--- src/design/irpwd_pkg.sv ---
// Package: shared types, constants and window compare for the IR pulse width decoder.
`default_nettype none

package irpwd_pkg;

    localparam int unsigned WIDTH_W = 16;
    localparam int unsigned NOM_W   = 12;
    localparam int unsigned TOL_W   = 8;
    localparam int unsigned WORD_W  = 32;
    localparam int unsigned COUNT_W = 6;
    localparam int unsigned INDEX_W = 3;

    localparam logic [COUNT_W-1:0] COUNT_FULL = 6'd32;
    localparam logic [COUNT_W-1:0] COUNT_SAT  = 6'd33;

    localparam logic [TOL_W-1:0] RST_TOLERANCE = 8'd5;
    localparam logic [NOM_W-1:0] RST_START     = 12'd45;
    localparam logic [NOM_W-1:0] RST_END       = 12'd395;
    localparam logic [NOM_W-1:0] RST_REPEAT    = 12'd959;
    localparam logic [NOM_W-1:0] RST_ZERO      = 12'd6;
    localparam logic [NOM_W-1:0] RST_ONE       = 12'd17;
    localparam logic [NOM_W-1:0] RST_COMMA     = 12'd23;

    typedef enum logic [INDEX_W-1:0] {
        REG_TOL    = 3'd0,
        REG_START  = 3'd1,
        REG_END    = 3'd2,
        REG_REPEAT = 3'd3,
        REG_ZERO   = 3'd4,
        REG_ONE    = 3'd5,
        REG_COMMA  = 3'd6
    } reg_index_t;

    typedef enum logic [2:0] {
        CLS_NONE,
        CLS_START,
        CLS_ONE,
        CLS_ZERO,
        CLS_END,
        CLS_REPEAT,
        CLS_COMMA
    } pulse_class_t;

    typedef struct packed {
        logic [TOL_W-1:0] tolerance;
        logic [NOM_W-1:0] start_width;
        logic [NOM_W-1:0] end_width;
        logic [NOM_W-1:0] repeat_width;
        logic [NOM_W-1:0] zero_width;
        logic [NOM_W-1:0] one_width;
        logic [NOM_W-1:0] comma_width;
    } cfg_t;

    // nominal - tol < w < nominal + tol, evaluated without wrap
    function automatic logic in_window(
        input logic [WIDTH_W-1:0] w,
        input logic [NOM_W-1:0]   nominal,
        input logic [TOL_W-1:0]   tol
    );
        logic [WIDTH_W:0] w_plus_tol;
        logic [WIDTH_W:0] nom_plus_tol;
        w_plus_tol   = {1'b0, w} + {{(WIDTH_W+1-TOL_W){1'b0}}, tol};
        nom_plus_tol = {{(WIDTH_W+1-NOM_W){1'b0}}, nominal}
                     + {{(WIDTH_W+1-TOL_W){1'b0}}, tol};
        in_window = (w_plus_tol > {{(WIDTH_W+1-NOM_W){1'b0}}, nominal})
                 && ({1'b0, w} < nom_plus_tol);
    endfunction

endpackage

`default_nettype wire

--- src/design/irpwd_classify.sv ---
// Pulse classifier: six prioritized acceptance windows.
`default_nettype none

module irpwd_classify (
    input  wire logic [irpwd_pkg::WIDTH_W-1:0] pulse_width,
    input  wire irpwd_pkg::cfg_t               cfg,
    output irpwd_pkg::pulse_class_t            pulse_class
);

    logic hit_start;
    logic hit_one;
    logic hit_zero;
    logic hit_end;
    logic hit_repeat;
    logic hit_comma;

    assign hit_start  = irpwd_pkg::in_window(pulse_width, cfg.start_width,  cfg.tolerance);
    assign hit_one    = irpwd_pkg::in_window(pulse_width, cfg.one_width,    cfg.tolerance);
    assign hit_zero   = irpwd_pkg::in_window(pulse_width, cfg.zero_width,   cfg.tolerance);
    assign hit_end    = irpwd_pkg::in_window(pulse_width, cfg.end_width,    cfg.tolerance);
    assign hit_repeat = irpwd_pkg::in_window(pulse_width, cfg.repeat_width, cfg.tolerance);
    assign hit_comma  = irpwd_pkg::in_window(pulse_width, cfg.comma_width,  cfg.tolerance);

    always_comb
    begin
        if (hit_start)
        begin
            pulse_class = irpwd_pkg::CLS_START;
        end
        else if (hit_one)
        begin
            pulse_class = irpwd_pkg::CLS_ONE;
        end
        else if (hit_zero)
        begin
            pulse_class = irpwd_pkg::CLS_ZERO;
        end
        else if (hit_end)
        begin
            pulse_class = irpwd_pkg::CLS_END;
        end
        else if (hit_repeat)
        begin
            pulse_class = irpwd_pkg::CLS_REPEAT;
        end
        else if (hit_comma)
        begin
            pulse_class = irpwd_pkg::CLS_COMMA;
        end
        else
        begin
            pulse_class = irpwd_pkg::CLS_NONE;
        end
    end

endmodule

`default_nettype wire

--- src/design/ir_remote_pulse_width_decoder.sv ---
// Top level: IR remote pulse width decoder (config regs, frame state, output register).
//
//   channel | signals                                   | direction
//   --------+-------------------------------------------+----------
//   in      | in_valid, in_ready, pulse_width           | sink
//   out     | out_valid, out_ready, command_code,       | source
//           | repeat_seen                               |
//   cfg     | cfg_write, cfg_index, cfg_data            | sink, no handshake
//
// A transaction is registered on input (pv_reg, pw_reg), then classified and applied
// to the frame state; a comma pulse loads the output register when it is applied.
// One transaction per cycle is accepted while the input does not stall.
// Input stalls only while a result waits in the output register and the
// registered pulse is a comma. Reset clears config to defaults and frame state.
`default_nettype none

module ir_remote_pulse_width_decoder (
    input  wire logic                                clk,
    input  wire logic                                rst_n,
    input  wire logic                                in_valid,
    output logic                                     in_ready,
    input  wire logic [irpwd_pkg::WIDTH_W-1:0]       pulse_width,
    output logic                                     out_valid,
    input  wire logic                                out_ready,
    output logic [irpwd_pkg::WORD_W-1:0]             command_code,
    output logic                                     repeat_seen,
    input  wire logic                                cfg_write,
    input  wire logic [irpwd_pkg::INDEX_W-1:0]       cfg_index,
    input  wire logic [irpwd_pkg::NOM_W-1:0]         cfg_data
);

    irpwd_pkg::cfg_t                    cfg_reg;
    logic                               pv_reg;
    logic [irpwd_pkg::WIDTH_W-1:0]      pw_reg;
    logic [irpwd_pkg::WORD_W-1:0]       shift_reg;
    logic [irpwd_pkg::WORD_W-1:0]       shift_next;
    logic [irpwd_pkg::COUNT_W-1:0]      count_reg;
    logic [irpwd_pkg::COUNT_W-1:0]      count_next;
    logic                               started_reg;
    logic                               started_next;
    logic                               rpt_reg;
    logic                               rpt_next;
    logic [irpwd_pkg::WORD_W-1:0]       latched_reg;
    logic [irpwd_pkg::WORD_W-1:0]       latched_next;
    logic                               ov_reg;
    logic [irpwd_pkg::WORD_W-1:0]       oc_reg;
    logic                               orpt_reg;
    irpwd_pkg::pulse_class_t            pulse_class;
    logic                               out_free;
    logic                               fire;
    logic                               emit;
    logic [4:0]                         bit_pos;

    irpwd_classify u_classify (
        .pulse_width (pw_reg),
        .cfg         (cfg_reg),
        .pulse_class (pulse_class)
    );

    assign out_free = !ov_reg || out_ready;
    assign fire     = pv_reg && ((pulse_class != irpwd_pkg::CLS_COMMA) || out_free);
    assign emit     = fire && (pulse_class == irpwd_pkg::CLS_COMMA);
    assign in_ready = !pv_reg || fire;
    assign bit_pos  = 5'd31 - count_reg[4:0];

    assign out_valid    = ov_reg;
    assign command_code = oc_reg;
    assign repeat_seen  = orpt_reg;

    always_ff @(posedge clk or negedge rst_n)
    begin
        if (!rst_n)
        begin
            cfg_reg.tolerance    <= irpwd_pkg::RST_TOLERANCE;
            cfg_reg.start_width  <= irpwd_pkg::RST_START;
            cfg_reg.end_width    <= irpwd_pkg::RST_END;
            cfg_reg.repeat_width <= irpwd_pkg::RST_REPEAT;
            cfg_reg.zero_width   <= irpwd_pkg::RST_ZERO;
            cfg_reg.one_width    <= irpwd_pkg::RST_ONE;
            cfg_reg.comma_width  <= irpwd_pkg::RST_COMMA;
        end
        else if (cfg_write)
        begin
            case (cfg_index)
                irpwd_pkg::REG_TOL:    cfg_reg.tolerance    <= cfg_data[irpwd_pkg::TOL_W-1:0];
                irpwd_pkg::REG_START:  cfg_reg.start_width  <= cfg_data;
                irpwd_pkg::REG_END:    cfg_reg.end_width    <= cfg_data;
                irpwd_pkg::REG_REPEAT: cfg_reg.repeat_width <= cfg_data;
                irpwd_pkg::REG_ZERO:   cfg_reg.zero_width   <= cfg_data;
                irpwd_pkg::REG_ONE:    cfg_reg.one_width    <= cfg_data;
                irpwd_pkg::REG_COMMA:  cfg_reg.comma_width  <= cfg_data;
                default:               ;
            endcase
        end
    end

    always_ff @(posedge clk or negedge rst_n)
    begin
        if (!rst_n)
        begin
            pv_reg <= 1'b0;
        end
        else if (in_ready)
        begin
            pv_reg <= in_valid;
        end
    end

    always_ff @(posedge clk)
    begin
        if (in_ready && in_valid)
        begin
            pw_reg <= pulse_width;
        end
    end

    always_comb
    begin
        shift_next   = shift_reg;
        count_next   = count_reg;
        started_next = started_reg;
        rpt_next     = rpt_reg;
        latched_next = latched_reg;
        case (pulse_class)
            irpwd_pkg::CLS_START:
            begin
                count_next   = '0;
                started_next = 1'b1;
            end
            irpwd_pkg::CLS_ONE, irpwd_pkg::CLS_ZERO:
            begin
                if (started_reg && (count_reg < irpwd_pkg::COUNT_FULL))
                begin
                    shift_next[bit_pos] = (pulse_class == irpwd_pkg::CLS_ONE);
                end
                if (count_reg < irpwd_pkg::COUNT_SAT)
                begin
                    count_next = count_reg + 6'd1;
                end
            end
            irpwd_pkg::CLS_END:
            begin
                latched_next = (started_reg && (count_reg == irpwd_pkg::COUNT_FULL))
                             ? shift_reg : '0;
                rpt_next     = 1'b0;
                started_next = 1'b0;
                count_next   = '0;
            end
            irpwd_pkg::CLS_REPEAT:
            begin
                rpt_next = 1'b1;
            end
            default:
            begin
            end
        endcase
    end

    always_ff @(posedge clk or negedge rst_n)
    begin
        if (!rst_n)
        begin
            shift_reg   <= '0;
            count_reg   <= '0;
            started_reg <= 1'b0;
            rpt_reg     <= 1'b0;
            latched_reg <= '0;
        end
        else if (fire)
        begin
            shift_reg   <= shift_next;
            count_reg   <= count_next;
            started_reg <= started_next;
            rpt_reg     <= rpt_next;
            latched_reg <= latched_next;
        end
    end

    always_ff @(posedge clk or negedge rst_n)
    begin
        if (!rst_n)
        begin
            ov_reg <= 1'b0;
        end
        else if (emit)
        begin
            ov_reg <= 1'b1;
        end
        else if (out_ready)
        begin
            ov_reg <= 1'b0;
        end
    end

    always_ff @(posedge clk)
    begin
        if (emit)
        begin
            oc_reg   <= latched_reg;
            orpt_reg <= rpt_reg;
        end
    end

    a_count_range: assert property (@(posedge clk) disable iff (!rst_n)
        count_reg <= irpwd_pkg::COUNT_SAT)
        else $error("bit count beyond saturation");

    a_stall_cause: assert property (@(posedge clk) disable iff (!rst_n)
        !in_ready |-> (pv_reg && ov_reg && !out_ready))
        else $error("input stalled without a blocked result");

    a_start_effect: assert property (@(posedge clk) disable iff (!rst_n)
        (fire && pulse_class == irpwd_pkg::CLS_START) |=> (started_reg && count_reg == '0))
        else $error("start pulse did not open a frame");

    a_end_effect: assert property (@(posedge clk) disable iff (!rst_n)
        (fire && pulse_class == irpwd_pkg::CLS_END) |=>
            (!started_reg && !rpt_reg && count_reg == '0))
        else $error("end pulse did not close the frame");

    a_emit_loads: assert property (@(posedge clk) disable iff (!rst_n)
        emit |=> (ov_reg && oc_reg == $past(latched_reg) && orpt_reg == $past(rpt_reg)))
        else $error("comma transaction did not load the result");

endmodule

`default_nettype wire

--- config.mk ---
export PLATFORM = sky130hd
export DESIGN_NAME = ir_remote_pulse_width_decoder
export DESIGN_NICKNAME = d
export VERILOG_FILES = /design/src/design/irpwd_pkg.sv /design/src/design/irpwd_classify.sv /design/src/design/ir_remote_pulse_width_decoder.sv
export SDC_FILE = /design/constraint.sdc
export NUM_CORES = 1
export LEC_CHECK = 0
export ABC_AREA = 1
export BUFFER_PORTS_ARGS = -buffer_cell sky130_fd_sc_hd__buf_2
export CAP_MARGIN = 25
export CORE_MARGIN = 2
export CORE_UTILIZATION = 57
export DETAILED_ROUTE_END_ITERATION = 10
export HOLD_SLACK_MARGIN = 0.1
export MAX_ROUTING_LAYER = met4
export PLACE_DENSITY = 0.78
export SLEW_MARGIN = 15
export SYNTH_ARGS = -nofsm -noshare
export SYNTH_HDL_FRONTEND = slang
export SYNTH_HIERARCHICAL = 1
export SYNTH_SLANG_ARGS = --single-unit
--- constraint.sdc ---
create_clock -name clk -period 5.9 [get_ports clk]
set_input_delay 1.18 -clock clk [delete_from_list [all_inputs] [get_ports clk]]
set_output_delay 1.18 -clock clk [all_outputs]
set_load 0.03 [all_outputs]
Word level (Yosys, flattened, before mapping)

Cells that the tools add are included.

Add/sub/neg operators: 9
Reduce and logical (&&, ||, !) cells: 36
Bitwise logic cells: 0
Order comparisons: 16
Div/mod/pow operators: 0
Multipliers: 0
Muxes and demuxes: 16
Shift operators: 0
Equal/unequal tests: 15

Operators by type and width:

| operator            | count |
|---|---|
| $gt 17x12->1        | 6 |
| $lt 16x17->1        | 6 |
| $add 12x8->13       | 6 |
| $bwmux 32           | 1 |
| $mux 32             | 1 |
| $reduce_and 2->1    | 10 |
| $eq 3x3->1 const B  | 6 |
| $mux 3              | 6 |
| $add 16x8->17       | 1 |
| $eq 3x2->1 const B  | 4 |
| $logic_and 1x1->1   | 12 |
| $lt 6x6->1 const B  | 2 |
| $pmux 6 s2          | 1 |
| $reduce_bool 2->1   | 4 |
| $add 6x1->6 const B | 1 |
| $eq 3x1->1 const B  | 2 |
| $eq 6x6->1 const B  | 1 |
| $lt 5x6->1 const B  | 1 |
| $mux 6              | 1 |
| $reduce_and 3->1    | 2 |
| $demux 1 s5         | 1 |
| $ge 5x1->1 const B  | 1 |
| $sub 5x5->5 const A | 1 |
| $pmux 1 s2          | 2 |
| 7 further kinds     | 13 |

Output and inout bits: 35
Word-level logic and storage cells: 109
Bits in registers: 203
Memory bits (read-only): 0
Bits in latches: 0
Bits of input ports: 36
Memories: 0
Memory bits (writable): 0

Logic depth before layout (Yosys ltp)

Gate-level depths: netlist of the first run.

Depth after elaboration: 14
Depth in mapped cells: 34
Depth with buffers taken out: 33

Cells and area by module

The synthesis of the first run kept the hierarchy.

By module, submodules not included:

| module                        | area each (um^2) | cells an instance | instances |
|---|---|---|---|
| ir_remote_pulse_width_decoder | 7,976.4          | 791               | 1 |
| irpwd_classify                | 6,625.1          | 1,039             | 1 |

Worst setup path after synthesis of the first run

Ideal clock, no wire load.

Kind: reg2reg
From: register cfg_reg[73] in the netlist's numbering
To: register oc_reg (netlist bit command_code[0]), enable pin
Path slack: 0.407 ns
Arrival: 5.070 ns
Clock period less this slack: 5.493 ns
Cell stages (with the launch flop): 23
Cells stage by stage: dfrtp_1 > inv_1 > fa_1 > o21ai_0 > a21oi_1 > nor2_1 > o21ai_0 > nand2_1 > a21oi_1 > nor2_1 > nand2_1 > xor2_1 > ha_1 > inv_1 > nor3_1 > a211o_1 > o21bai_1 > nand4_1 > nand2_1 > nor2_1 > nor2_1 > nand3_4 > nor2_1

Longest elaborated chain between the ends: 13
Elaborated cells between the ends (all ways): 36
Those cells by class: add/sub: 7; order compare: 12; eq/ne: 2; mux: 6; reduce/logical: 9

RTL lines:

| item                                           | line                                 | RTL |
|---|---|---|
| start, declared                                | ir_remote_pulse_width_decoder.sv:32  | `irpwd_pkg::cfg_t cfg_reg;` |
| $add 16x8->17 or $add 12x8->13 (tied branches) | irpwd_pkg.sv:62, irpwd_pkg.sv:64     |  |
| $gt 17x12->1 or $lt 16x17->1 (tied branches)   | irpwd_pkg.sv:65, irpwd_pkg.sv:66     |  |
| $logic_and 1x1->1                              | irpwd_pkg.sv:66                      | `&& ({1'b0, w} < nom_plus_tol);` |
| $mux 3                                         | irpwd_classify.sv:46                 | `else if (hit_comma)` |
| $mux 3                                         | irpwd_classify.sv:42                 | `else if (hit_repeat)` |
| $mux 3                                         | irpwd_classify.sv:38                 | `else if (hit_end)` |
| $mux 3                                         | irpwd_classify.sv:34                 | `else if (hit_zero)` |
| $mux 3                                         | irpwd_classify.sv:30                 | `else if (hit_one)` |
| $mux 3 (*)                                     | irpwd_classify.sv:26                 | `if (hit_start)` |
| net pulse_class[2]                             | ir_remote_pulse_width_decoder.sv:48  | `irpwd_pkg::pulse_class_t pulse_class;` |
| $ne 3x3->1                                     | ir_remote_pulse_width_decoder.sv:61  | `assign fire = pv_reg && ((pulse_class != irpwd_pkg::CLS_COMMA) \|\| out_free);` |
| $logic_or 1x1->1                               | ir_remote_pulse_width_decoder.sv:61  |  |
| $logic_and 1x1->1                              | ir_remote_pulse_width_decoder.sv:61  |  |
| $logic_and 1x1->1 (*)                          | ir_remote_pulse_width_decoder.sv:62  | `assign emit = fire && (pulse_class == irpwd_pkg::CLS_COMMA);` |
| net emit                                       | ir_remote_pulse_width_decoder.sv:51  | `logic emit;` |
| end signal, assigned                           | ir_remote_pulse_width_decoder.sv:199 | `oc_reg <= latched_reg;` |
| end, declared                                  | ir_remote_pulse_width_decoder.sv:46  | `logic [irpwd_pkg::WORD_W-1:0] oc_reg;` |

The timed path passes the listed nets; every way through them passes the cells marked *.
A chain may end at the register's enable or synchronous reset.

Final worst setup path of the first run

From: register cfg_reg[72] in the netlist's numbering
To: output port in_ready

Longest elaborated chain between the ends: 13
Elaborated cells between the ends (all ways): 35
Those cells by class: add/sub: 7; order compare: 12; eq/ne: 1; mux: 6; reduce/logical: 9

RTL lines:

| item                                           | line                                | RTL |
|---|---|---|
| $add 16x8->17 or $add 12x8->13 (tied branches) | irpwd_pkg.sv:62, irpwd_pkg.sv:64    |  |
| $gt 17x12->1 or $lt 16x17->1 (tied branches)   | irpwd_pkg.sv:65, irpwd_pkg.sv:66    |  |
| $logic_and 1x1->1                              | irpwd_pkg.sv:66                     |  |
| $mux 3                                         | irpwd_classify.sv:46                |  |
| $mux 3                                         | irpwd_classify.sv:42                |  |
| $mux 3                                         | irpwd_classify.sv:38                |  |
| $mux 3                                         | irpwd_classify.sv:34                |  |
| $mux 3                                         | irpwd_classify.sv:30                |  |
| $mux 3 (*)                                     | irpwd_classify.sv:26                |  |
| net pulse_class[1]                             | ir_remote_pulse_width_decoder.sv:48 |  |
| $ne 3x3->1 (*)                                 | ir_remote_pulse_width_decoder.sv:61 |  |
| $logic_or 1x1->1 (*)                           | ir_remote_pulse_width_decoder.sv:61 |  |
| $logic_and 1x1->1 (*)                          | ir_remote_pulse_width_decoder.sv:61 |  |
| $logic_or 1x1->1 (*)                           | ir_remote_pulse_width_decoder.sv:63 | `assign in_ready = !pv_reg \|\| fire;` |
| end, declared                                  | ir_remote_pulse_width_decoder.sv:21 | `output logic in_ready,` |

Marked as above.

==> results of run 1 <==
cells by family after synthesis:
group	after synthesis	synth area share [%]
flops	203	36.7
simple gates	808	23.2
fa+ha+maj	212	18.5
compound gates	284	10.4
buf+inv	254	7.01
xor+xnor	69	4.14
what timing repair did:
item                                    4_1_cts  5_1_grt
hold endpoints to repair                      0        0
pin swaps                                     4       41
endpoints found under the setup margin        1        1
gates resized for setup                      10       54
setup buffers                                 3       24
layer usage:
metal | track usage, % | part of all wire (%) | up-vias
li1 | - | - | 6259
met1 | 38.6 | 45 | 6037
met2 | 46.4 | 45 | 382
met3 | 4.82 | 7.0 | 76
met4 | 7.81 | 2.5 | 0
met5 | - | 0 | -
worst max path at each step:
stage	start	endpoint
global placement	cfg_reg[72]	in_ready
detailed placement	cfg_reg[72]	in_ready
global route	cfg_reg[72]	in_ready
floorplan	cfg_reg[73]	command_code[0]
finish	cfg_reg[72]	in_ready
CTS	cfg_reg[72]	in_ready
cells in the final DEF, fill, tap and decap left out, drive strengths merged, types with 6 or more instances in the layout:
master and count:
a21oi 112, bufinv 6, o21a 7, dfstp 28
buf 122, nand4 14, nor2 140, ha 205
inv 226, o211ai 7, xor2 55, edfxtp 49
dfrtp 126, xnor2 14, nand2 520, clkbuf 27
o21ai 140, nand3 109, nor3 18, fa 7
final cells by class:
| class | instances | area share (%) |
|---|---|---|
| Multi-Input combinational cell | 1373 | 50.4 |
| Sequential cell | 203 | 32.1 |
| Inverter | 221 | 4.96 |
| Timing Repair Buffer | 122 | 4.75 |
| Clock buffer | 27 | 3.79 |
| Tap cell | 330 | 2.47 |
| Clock inverter | 17 | 1.59 |
metrics by stage:
stage	setup TNS, ns	hold slack (ns)	instances
global placement	0	0.435	2221
floorplan	0	0.425	1830
global route	-0.104	0.455	2293
CTS	0	0.448	2268
finish	0	0.445	2293
detailed placement	0	0.432	2221
power by group:
| part | switching (mW) | total, mW | internal [mW] |
|---|---|---|---|
| clock | 0.635 | 1.68 | 1.05 |
| combinational | 1.51 | 2.49 | 0.984 |
| sequential | 0.179 | 1.78 | 1.60 |
critical path: cells and delay by family, from the launching register on:
kind                     cells  cell delay [ns]
AO/OA/AOI/OAI                9             1.44
XOR/XNOR                     1             0.17
adder cells (fa/ha/maj)      3             0.85
buffers and inverters        3             0.34
flip-flops                   1             0.56
AND/OR/NAND/NOR              7             0.70
==> out/metrics.sh, run 1 <==
DOMINANTREGCELLSYNTH='sky130_fd_sc_hd__dfrtp_1'
TIMING.SETUP.CRITICAL_PATH_CLASS='flop to output port'
RUN_STATUS='finished clean'
DRT-WIRELENGTH-PER-CELL_UM=16.5
TIMING.FINAL.CRIT_PERIOD_NS=5.80
TIMING.CRITICAL_PATH.REQUIRED_NS=4.72
POWERDENSITY_nW_PER_UM2=356
SYNTH.AREA.TOP_CELLS='sky130_fd_sc_hd__dfrtp_1, sky130_fd_sc_hd__ha_1, sky130_fd_sc_hd__nand2_1, sky130_fd_sc_hd__edfxtp_1, sky130_fd_sc_hd__inv_1'
TOTAL_POWER_mW=5.95
FILLER_CELL_COUNT=2089
PLACE_CONGESTION=0.965
SYNTH_CELL_AREA_UM2=14600
ANTENNA_CELLS_INSERTED=0
MIN_DELAY_PATH_DEPTH=0
FINAL_NETS=2193
RSZ_0062_RAISED_AFTER_GLOBAL_ROUTING='yes'
MIN_PATH_TYPE='flop to flop'
CP_COMMON_CELL='sky130_fd_sc_hd__a21oi_2'
GLOBAL_ROUTE_WIRE_LENGTH_BEFORE_REPAIR_MM=59.9
WORST_SETUP_HOLD_PATH_CLK_SLEW_NS=0.06
CRITICAL-PATH-MAX-STAGE-DELAY_NS=0.56
CORE.ROWCOUNT=58
PLACED_CELL_AREA_UM2=15400
PRE_CTS_WS_NS=0.204
SYNTH_NETS=2078
POSTLAYOUTCELLAREA_UM2=16700
WORST_EP_ARRIVAL_TIME_NS=4.62
YS_TOP_CELLS_BY_COUNT='sky130_fd_sc_hd__nand2_1, sky130_fd_sc_hd__inv_1, sky130_fd_sc_hd__ha_1, sky130_fd_sc_hd__nor2_1, sky130_fd_sc_hd__dfrtp_1'
CRIT_PATH_CELL_TRACE='buf_6 > ha_2 > inv_1 > fa_2 > o21ai_2 > a21oi_2 > o21bai_2 > a21oi_2 > o21ai_2 > nand3_2 > xor2_1 > ha_1 > nand2_2 > o21ai_0 > a211oi_1 > nand2_1 > a21oi_2 > nand3_1 > a21boi_2 > nand3_4 > nor2_4 > nand2_2 > buf_6'
START_UTIL_PCT=58.0
DRT-TOTAL-WL_MM=37.8
SYNTHMOSTINSTANTIATEDCELL='sky130_fd_sc_hd__nand2_1'
LARGEST_REG_FLOPS=80
R2R_SETUP_SLACK_NS=0.60
WORSTHOLDENDPOINT='command_code[23]'
CLOCK.FMAX_MHz=172
CRITICAL_PATH.STARTPOINT_TYPE='flop'
DRT_PRE_ANTENNA_ITERS=5
NETLIST-CELL-TYPE-COUNT=44
SEQ_AREA_UM2=5370
SYNTH_EDF_COUNT=49
FP.DIEAREA_UM2=26900
GRT.TOTAL_USAGE_PCT=29.1
NUMCLOCKSINKS=203
HOLDBUFCOUNTCTS=0
DP_HPWL_MM=28.1
SETUP-VIOLATIONS-FINAL=0
SLEW_HEADROOM_PCT=44.2
MULTI_INPUT_AREA_UM2=8420
PEAKVDDDROP_mV=0.308
GRT_START_MAX_NET_PINS=67
AREA_FRACTION_OF_THE_DOMINANT_CELL_TYPE_AFTER_SYNTHESIS_PCT=21.6
FINALCRITPERIODSHARE_PCT=98.3
POST_DRT_VIA_CELL_RATIO=5.56
FIRST_ITER_VIOLATIONS=1044
CTS_TREE='yes'
POWER.LEAKAGE_nW=8.25
WORST-SLEW-PIN-TRANSITION_NS=0.836
HOLD_PATH_STARTPOINT='latched_reg[23]'
FINAL_MAX_SLEW_VIOL_COUNT=0
CLOCK_LATENCY_NS=0.53
ROUTED-VIA-COUNT=12754
SEQ_AREA_FRAC_SYNTH_PCT=36.7
WORSTREG2REGEND='shift_reg[6]'
FINALHOLDVIOLATIONS=0
GRT_REMAINING_OVERFLOW=0
CRITICAL_PATH.SLOWEST_CELL='sky130_fd_sc_hd__dfstp_2'
IOPINCOUNT=71
WORST_FLOP_TO_FLOP_PATH_STARTPOINT='cfg_reg[72]'
GRT_ANTENNA_BEFORE_REPAIR=0
VIAS_IN_THE_FIRST_GLOBAL_ROUTE=12257
IO_BUFFERS=70
CLK_ROOT_BUF='sky130_fd_sc_hd__clkbuf_16'
MAX_CAP_VIOL_COUNT=0
R2R_CELLS=29
FIN_UTIL_PCT=66.4
DRTANTENNAVIOLNETS=0
POSTSYNTHCELLCOUNT=1830
LAYOUT-DRIVE-GT1-SHARE_PCT=14.5
SYNTHESIZED_FLOP_AND_LATCH_TOTAL=203
WORST-PATH-MAX-FANOUT=7
SHARE_OF_ASYNC_SETTABLE_OR_ASYNC_RESETTABLE_FLOPS_AFTER_SYNTHESIS_PCT=75.9
SYNTHESIS.AREA_PER_INSTANCE_UM2=7.98
FLOW.AREA_GROWTH_FROM_SYNTHESIS_PCT=14.5
CRIT_END_CATEGORY='output port'
PLACEABLE_CORE_REGION_UM2=25200
DRC=0
HTREE_LEVELS=1
YS_WARN_COUNT=6
NUMCTSBUFFERS=24
DIEHEIGHT_UM=164
DIE_WIDTH_UM=164
TIMING.FINAL.WS_SETUP_NS=0.102
CLOCK_PATH_BUFFERS=3
SYNTH_LARGEST_AREA_CELL='sky130_fd_sc_hd__dfrtp_1'
WORST_CLOCK_SKEW_NS=0.0124
Power figures use the tool's default switching activity.
==> run 2, diff against run 1 <==
--- a/config.mk
+++ b/config.mk
@@ -6,11 +6,11 @@
 export NUM_CORES = 1
 export LEC_CHECK = 0
 export ABC_AREA = 1
-export BUFFER_PORTS_ARGS = -buffer_cell sky130_fd_sc_hd__buf_2
 export CAP_MARGIN = 25
 export CORE_MARGIN = 2
-export CORE_UTILIZATION = 57
+export CORE_UTILIZATION = 59
 export DETAILED_ROUTE_END_ITERATION = 10
+export DONT_BUFFER_PORTS = 1
 export HOLD_SLACK_MARGIN = 0.1
 export MAX_ROUTING_LAYER = met4
 export PLACE_DENSITY = 0.78
==> out/metrics.sh, run 2 (synthesis gave the netlist of run 1 again) <==
RUN_STATUS='finished clean'
POWER.SEQUENTIAL.FRACTION_PCT=31.6
MULTI_INPUT_AREA_UM2=8470
SLEW_HEADROOM_PCT=34.3
GRT_ANTENNA_BEFORE_REPAIR=0
TOTAL_POWER_mW=5.64
FILLER_CELL_COUNT=2027
FINAL_MAX_SLEW_VIOL_COUNT=0
FINALHOLDVIOLATIONS=0
MIN_PATH_TYPE='input port to async pin'
P_INT_mW=3.38
TIMING.CRITICAL_PATH.REQUIRED_NS=4.72
CLOCK_PATH_BUFFERS=3
DRT-WIRELENGTH-PER-CELL_UM=16.9
PEAKVDDDROP_mV=0.244
DRT_PRE_ANTENNA_ITERS=5
PWR-SHARE-COMB_PCT=43.6
VIAS_IN_THE_FIRST_GLOBAL_ROUTE=11934
CRIT_BUF_INV=2
DRTANTENNAVIOLNETS=0
PLACEABLE_CORE_REGION_UM2=24300
CLOCK_LATENCY_NS=0.54
FLOW.AREA_GROWTH_FROM_SYNTHESIS_PCT=10.6
WORST_SETUP_HOLD_PATH_CLK_SLEW_NS=0.06
WORST-SLEW-PIN-TRANSITION_NS=0.983
CRIT_FAMILY='compound AO/OA/AOI/OAI gates'
SEQ_AREA_UM2=5360
POWER.LEAKAGE_nW=7.85
PLACE_CONGESTION=0.952
NUMCTSBUFFERS=23
POSTLAYOUTCELLAREA_UM2=16100
NUMCLOCKSINKS=203
FINAL_CELL_MIX='sky130_fd_sc_hd__nand2_1, sky130_fd_sc_hd__inv_1, sky130_fd_sc_hd__ha_1'
CLK_ROOT_BUF='sky130_fd_sc_hd__clkbuf_16'
WORST-PATH-MAX-FANOUT=4
HTREE_LEVELS=1
GLOBAL_ROUTE_WIRE_LENGTH_BEFORE_REPAIR_MM=59.6
FINALCRITPERIODSHARE_PCT=100
ANTENNA_CELLS_INSERTED=0
WORST_CLOCK_SKEW_NS=0.0163
PRE_CTS_WS_NS=0.196
POWER.NET_SWITCHING_mW=2.27
CRITICAL_PATH.STARTPOINT_TYPE='flop'
LARGEST_REG_FLOPS=80
POST_DRT_VIA_CELL_RATIO=5.65
MAX_CAP_VIOL_COUNT=0
DRC=0
IO_BUFFERS=0
GRT.TOTAL_USAGE_PCT=29.3
FINAL_CELL_COUNT_NO_FILL=2204
IOPINCOUNT=71
P_CLK_SHARE_PCT=24.8
DIEHEIGHT_UM=161
FINAL_NETS=2111
WORST_SETUP_PATH_STARTPOINT='cfg_reg[72]'
TIMING.FINAL.WS_SETUP_NS=0.00240
WORST_EP_ARRIVAL_TIME_NS=4.72
P_SW_SHARE_PCT=40.2
LAYOUT.CELLS.MOST_COMMON='sky130_fd_sc_hd__nand2_1'
POWERDENSITY_nW_PER_UM2=349
CP_COMMON_CELL='sky130_fd_sc_hd__a21oi_2'
FIRST_ITER_VIOLATIONS=1017
SETUP-VIOLATIONS-FINAL=0
CRIT_PATH_CELL_TRACE='buf_6 > ha_4 > inv_2 > fa_2 > o21ai_4 > a21oi_2 > o21bai_2 > a21oi_2 > o21ai_2 > nand3_2 > xor2_2 > ha_1 > a21oi_2 > o21ai_2 > a211oi_1 > nand2_1 > a21oi_2 > nand3_1 > a21boi_2 > nand3_4 > nor2_4 > nand2_4'
FIN_UTIL_PCT=66.4
GRT_START_MAX_NET_PINS=155
POST-PLACE-CELLS=2141
WORST_FLOP_TO_FLOP_PATH_STARTPOINT='cfg_reg[72]'
DRT-TOTAL-WL_MM=37.2
PLACED_CELL_AREA_UM2=15000
ROUTED-VIA-COUNT=12461
CRITICAL-PATH-MAX-STAGE-DELAY_NS=0.61
FP.DIEAREA_UM2=26000
LAYOUT-DRIVE-GT1-SHARE_PCT=10.3
CLOCK.FMAX_MHz=170
DIE_WIDTH_UM=161
TIMING.SETUP.CRITICAL_PATH_CLASS='flop to output port'
GRT_REMAINING_OVERFLOW=0
START_UTIL_PCT=60.0
CTS_TREE='yes'
CORE.ROWCOUNT=57
CRITICAL_PATH.SLOWEST_CELL='sky130_fd_sc_hd__dfstp_2'
TIMING.FINAL.CRIT_PERIOD_NS=5.90
CRIT_END_CATEGORY='output port'
DP_HPWL_MM=27.2
==> run 2: changes by cell type in the layout (fill, tap and decap cells not counted), sizes merged <==
cell / before / now
clkinvlp: 3 / 2
buf: 122 / 41
bufinv: 6 / 0
inv: 226 / 222
clkinv: 3 / 5
clkbuf: 27 / 34
==> run 2: worst paths after layout <==
path | endpoint | slack (ns) | cells after the start
worst max-delay path | in_ready | 0.002 | 22
worst min-delay path | cfg_reg[6] | 0.35 | 0
worst max register to register | shift_reg[13] | 0.57 | 28
worst min register to register | command_code[19] | 0.45 | 0
max in group asynchronous | cfg_reg[44] | 5.23 | 0
min in group clk | command_code[19] | 0.45 | 0
==> run 2: power groups by stage <==
stage	Clock [mW]	Sequential (mW)	Combinational [mW]
after detailed placement	0	1.80	2.27
after floorplan	0	1.73	1.71
after CTS	1.43	1.77	2.30
after global routing	1.48	1.80	2.79
final	1.40	1.78	2.46
after global placement	0	1.80	2.16
==> run 2: stage by stage <==
| stage | setup TNS, ns | hold slack, ns |
|---|---|---|
| 2_1_floorplan | 0 | 0.425 |
| 3_3_place_gp | 0 | 0.429 |
| 3_5_place_dp | 0 | 0.432 |
| 4_1_cts | 0 | 0.328 |
| 5_1_grt | -0.147 | 0.335 |
| 6_report | 0 | 0.348 |
==> run 2: cell type report <==
class                      instances  share of cell area, %
clock buffer                      34                   4.20
clock inverter                     8                  0.364
inverter                         221                   5.14
multi-input combinational       1373                   52.5
sequential                       203                   33.2
tap                              324                   2.51
timing repair buffer              41                   2.11
==> run 2: repair_timing <==
action | in CTS | in global routing
gates resized for setup | 10 | 55
setup buffers | 1 | 20
hold buffers | 0 | 0
pin swaps | 0 | 32
cloned | 0 | 0
setup endpoints to repair | 1 | 1
==> run 2: routing by layer <==
layer / GRT usage [%] / vias to the layer above / share of wire, %
met1: 39.9 / 5897 / 46
met3: 4.78 / 76 / 6.5
met5: - / - / 0
met2: 45.0 / 394 / 45
met4: 9.78 / 0 / 2.8
li1: - / 6094 / -
==> run 3, diff against run 2 <==
--- a/config.mk
+++ b/config.mk
@@ -14,6 +14,7 @@
 export HOLD_SLACK_MARGIN = 0.1
 export MAX_ROUTING_LAYER = met4
 export PLACE_DENSITY = 0.78
+export SETUP_SLACK_MARGIN = 0.05
 export SLEW_MARGIN = 15
 export SYNTH_ARGS = -nofsm -noshare
 export SYNTH_HDL_FRONTEND = slang
==> out/metrics.sh, run 3 (synthesis gave the netlist of run 1 again) <==
MULTI_INPUT_AREA_UM2=8470
WORST-PATH-MAX-FANOUT=6
GRT_REMAINING_OVERFLOW=0
DRT-TOTAL-WL_MM=37.2
LARGEST_REG_FLOPS=80
POST_DRT_VIA_CELL_RATIO=5.64
ROUTED-VIA-COUNT=12411
DRT-WIRELENGTH-PER-CELL_UM=16.9
FINAL_CELL_MIX='sky130_fd_sc_hd__nand2_1, sky130_fd_sc_hd__inv_1, sky130_fd_sc_hd__ha_1'
WORST-SLEW-PIN-TRANSITION_NS=0.979
POWER.LEAKAGE_nW=7.84
HTREE_LEVELS=1
FP.DIEAREA_UM2=26000
FILLER_CELL_COUNT=2031
IO_BUFFERS=0
HOLDWS_NS=0.348
MAX_CAP_VIOL_COUNT=0
RUN_STATUS='finished clean'
PLACED_CELL_AREA_UM2=15000
PLACEABLE_CORE_REGION_UM2=24300
CTS_TREE='yes'
GLOBAL_ROUTE_MET1_UTILIZATION_PCT=40.0
GLOBAL_ROUTE_WIRE_LENGTH_BEFORE_REPAIR_MM=59.7
IOPINCOUNT=71
CORE.ROWCOUNT=57
FLOW.AREA_GROWTH_FROM_SYNTHESIS_PCT=10.4
MIN_PATH_TYPE='input port to async pin'
SEQ_AREA_UM2=5360
DRC=0
FINALHOLDVIOLATIONS=0
NUMCTSBUFFERS=23
WORST_CLOCK_SKEW_NS=0.0175
VIAS_IN_THE_FIRST_GLOBAL_ROUTE=11941
FIRST_ITER_VIOLATIONS=1019
POST-PLACE-CELLS=2141
START_UTIL_PCT=60.0
PEAKVDDDROP_mV=0.243
PLACE_CONGESTION=0.952
DIEHEIGHT_UM=161
FINAL_MAX_SLEW_VIOL_COUNT=0
CLOCK.FMAX_MHz=172
DP_HPWL_MM=27.2
LAYOUT-DRIVE-GT1-SHARE_PCT=9.90
SETUP-VIOLATIONS-FINAL=0
DRT_PRE_ANTENNA_ITERS=7
TIMING.CRITICAL_PATH.REQUIRED_NS=4.72
TIMING.SETUP.CRITICAL_PATH_CLASS='flop to output port'
CRITICAL_PATH.STARTPOINT_TYPE='flop'
TIMING.FINAL.CRIT_PERIOD_NS=5.81
SLEW_HEADROOM_PCT=34.6
LAYOUT.CELLS.MOST_COMMON='sky130_fd_sc_hd__nand2_1'
USE_MET2_PCT=45.0
CRIT_END_CATEGORY='output port'
CLOCK_PATH_BUFFERS=3
WORST_SETUP_HOLD_PATH_CLK_SLEW_NS=0.06
DRTANTENNAVIOLNETS=0
CLK_ROOT_BUF='sky130_fd_sc_hd__clkbuf_16'
POWERDENSITY_nW_PER_UM2=350
CLOCK_LATENCY_NS=0.53
POSTLAYOUTCELLAREA_UM2=16100
ANTENNA_CELLS_INSERTED=0
GRT.TOTAL_USAGE_PCT=29.4
FINAL_NETS=2109
GRT_START_MAX_NET_PINS=155
DIE_WIDTH_UM=161
GRT-BUSIEST-LAYER='met2'
HOLDBUFCOUNTCTS=0
RSZ_0062_RAISED_AFTER_GLOBAL_ROUTING='yes'
WORST_EP_ARRIVAL_TIME_NS=4.63
NUMCLOCKSINKS=203
FINAL_CELL_COUNT_NO_FILL=2202
FINALCRITPERIODSHARE_PCT=98.5
GRT_ANTENNA_BEFORE_REPAIR=0
GROUTE.LAYER.MET3.USAGE_PCT=4.78
[run 3: worst paths after layout]
kind	startpoint	endpoint	slack, ns	cells after the start
setup / recovery	cfg_reg[72]	in_ready	0.09	22
hold / removal	rst_n	cfg_reg[14]	0.35	0
setup reg to reg	cfg_reg[72]	shift_reg[13]	0.61	28
hold reg to reg	latched_reg[19]	command_code[19]	0.45	0
max in group asynchronous	rst_n	cfg_reg[44]	5.23	0
min in group clk	latched_reg[19]	command_code[19]	0.45	0
[run 3: metal layers]
| layer | routed length [µm] | vias up |
|---|---|---|
| li1 | - | 6083 |
| met1 | 17100 | 5861 |
| met2 | 16600 | 390 |
| met3 | 2420 | 77 |
| met4 | 1020 | 0 |
| met5 | 0 | - |
[run 3: per-stage QoR]
| step | power [mW] | setup TNS, ns | utilization (%) | worst slack [ns] |
|---|---|---|---|---|
| 6_report | 5.64 | 0 | 66.3 | 0.0869 |
| 3_3_place_gp | 3.96 | 0 | 61.6 | 0.363 |
| 4_1_cts | 5.50 | 0 | 64.9 | 0.0654 |
| 5_1_grt | 6.06 | -0.109 | 66.3 | -0.109 |
| 2_1_floorplan | 3.45 | 0 | - | 0.407 |
| 3_5_place_dp | 4.07 | 0 | 61.6 | 0.196 |
[run 3: layout make-up]
cell class / count / share of cell area [%]
well taps: 324 / 2.51
flip-flops and latches: 203 / 33.3
clock inverters: 8 / 0.365
inverters: 221 / 5.14
repair buffers: 39 / 1.99
clock buffers: 34 / 4.21
multi-input cells: 1373 / 52.5
[run 3: where the power goes]
part	switching [mW]	internal (mW)	leakage, nW
registers	0.188	1.60	2.45
logic	1.48	0.971	5.04
clock network	0.601	0.802	0.359
total	2.27	3.37	7.84
[run 3: timing repair]
action | in CTS | in global routing
setup endpoints to repair | 1 | 1
gates resized for setup | 10 | 49
pin swaps | 1 | 33
buffers inserted | 2 | 17
[run 3: worst max-delay path: stages, from the launching register on]
cell	delay, ns
sky130_fd_sc_hd__dfstp_4	0.71
sky130_fd_sc_hd__buf_6	0.13
sky130_fd_sc_hd__ha_4	0.12
sky130_fd_sc_hd__inv_2	0.04
sky130_fd_sc_hd__fa_2	0.42
sky130_fd_sc_hd__o21ai_4	0.16
sky130_fd_sc_hd__a21oi_2	0.08
sky130_fd_sc_hd__o21bai_2	0.20
sky130_fd_sc_hd__a21oi_2	0.09
sky130_fd_sc_hd__o21ai_2	0.20
sky130_fd_sc_hd__nand3_2	0.13
sky130_fd_sc_hd__xor2_2	0.17
sky130_fd_sc_hd__ha_1	0.22
sky130_fd_sc_hd__a21oi_2	0.19
sky130_fd_sc_hd__o21ai_2	0.09
sky130_fd_sc_hd__a211oi_2	0.21
sky130_fd_sc_hd__nand2_1	0.09
sky130_fd_sc_hd__a21oi_2	0.13
sky130_fd_sc_hd__nand3_1	0.12
sky130_fd_sc_hd__a21boi_2	0.22
sky130_fd_sc_hd__nand3_4	0.13
sky130_fd_sc_hd__nor2_4	0.14
sky130_fd_sc_hd__nand2_4	0.11
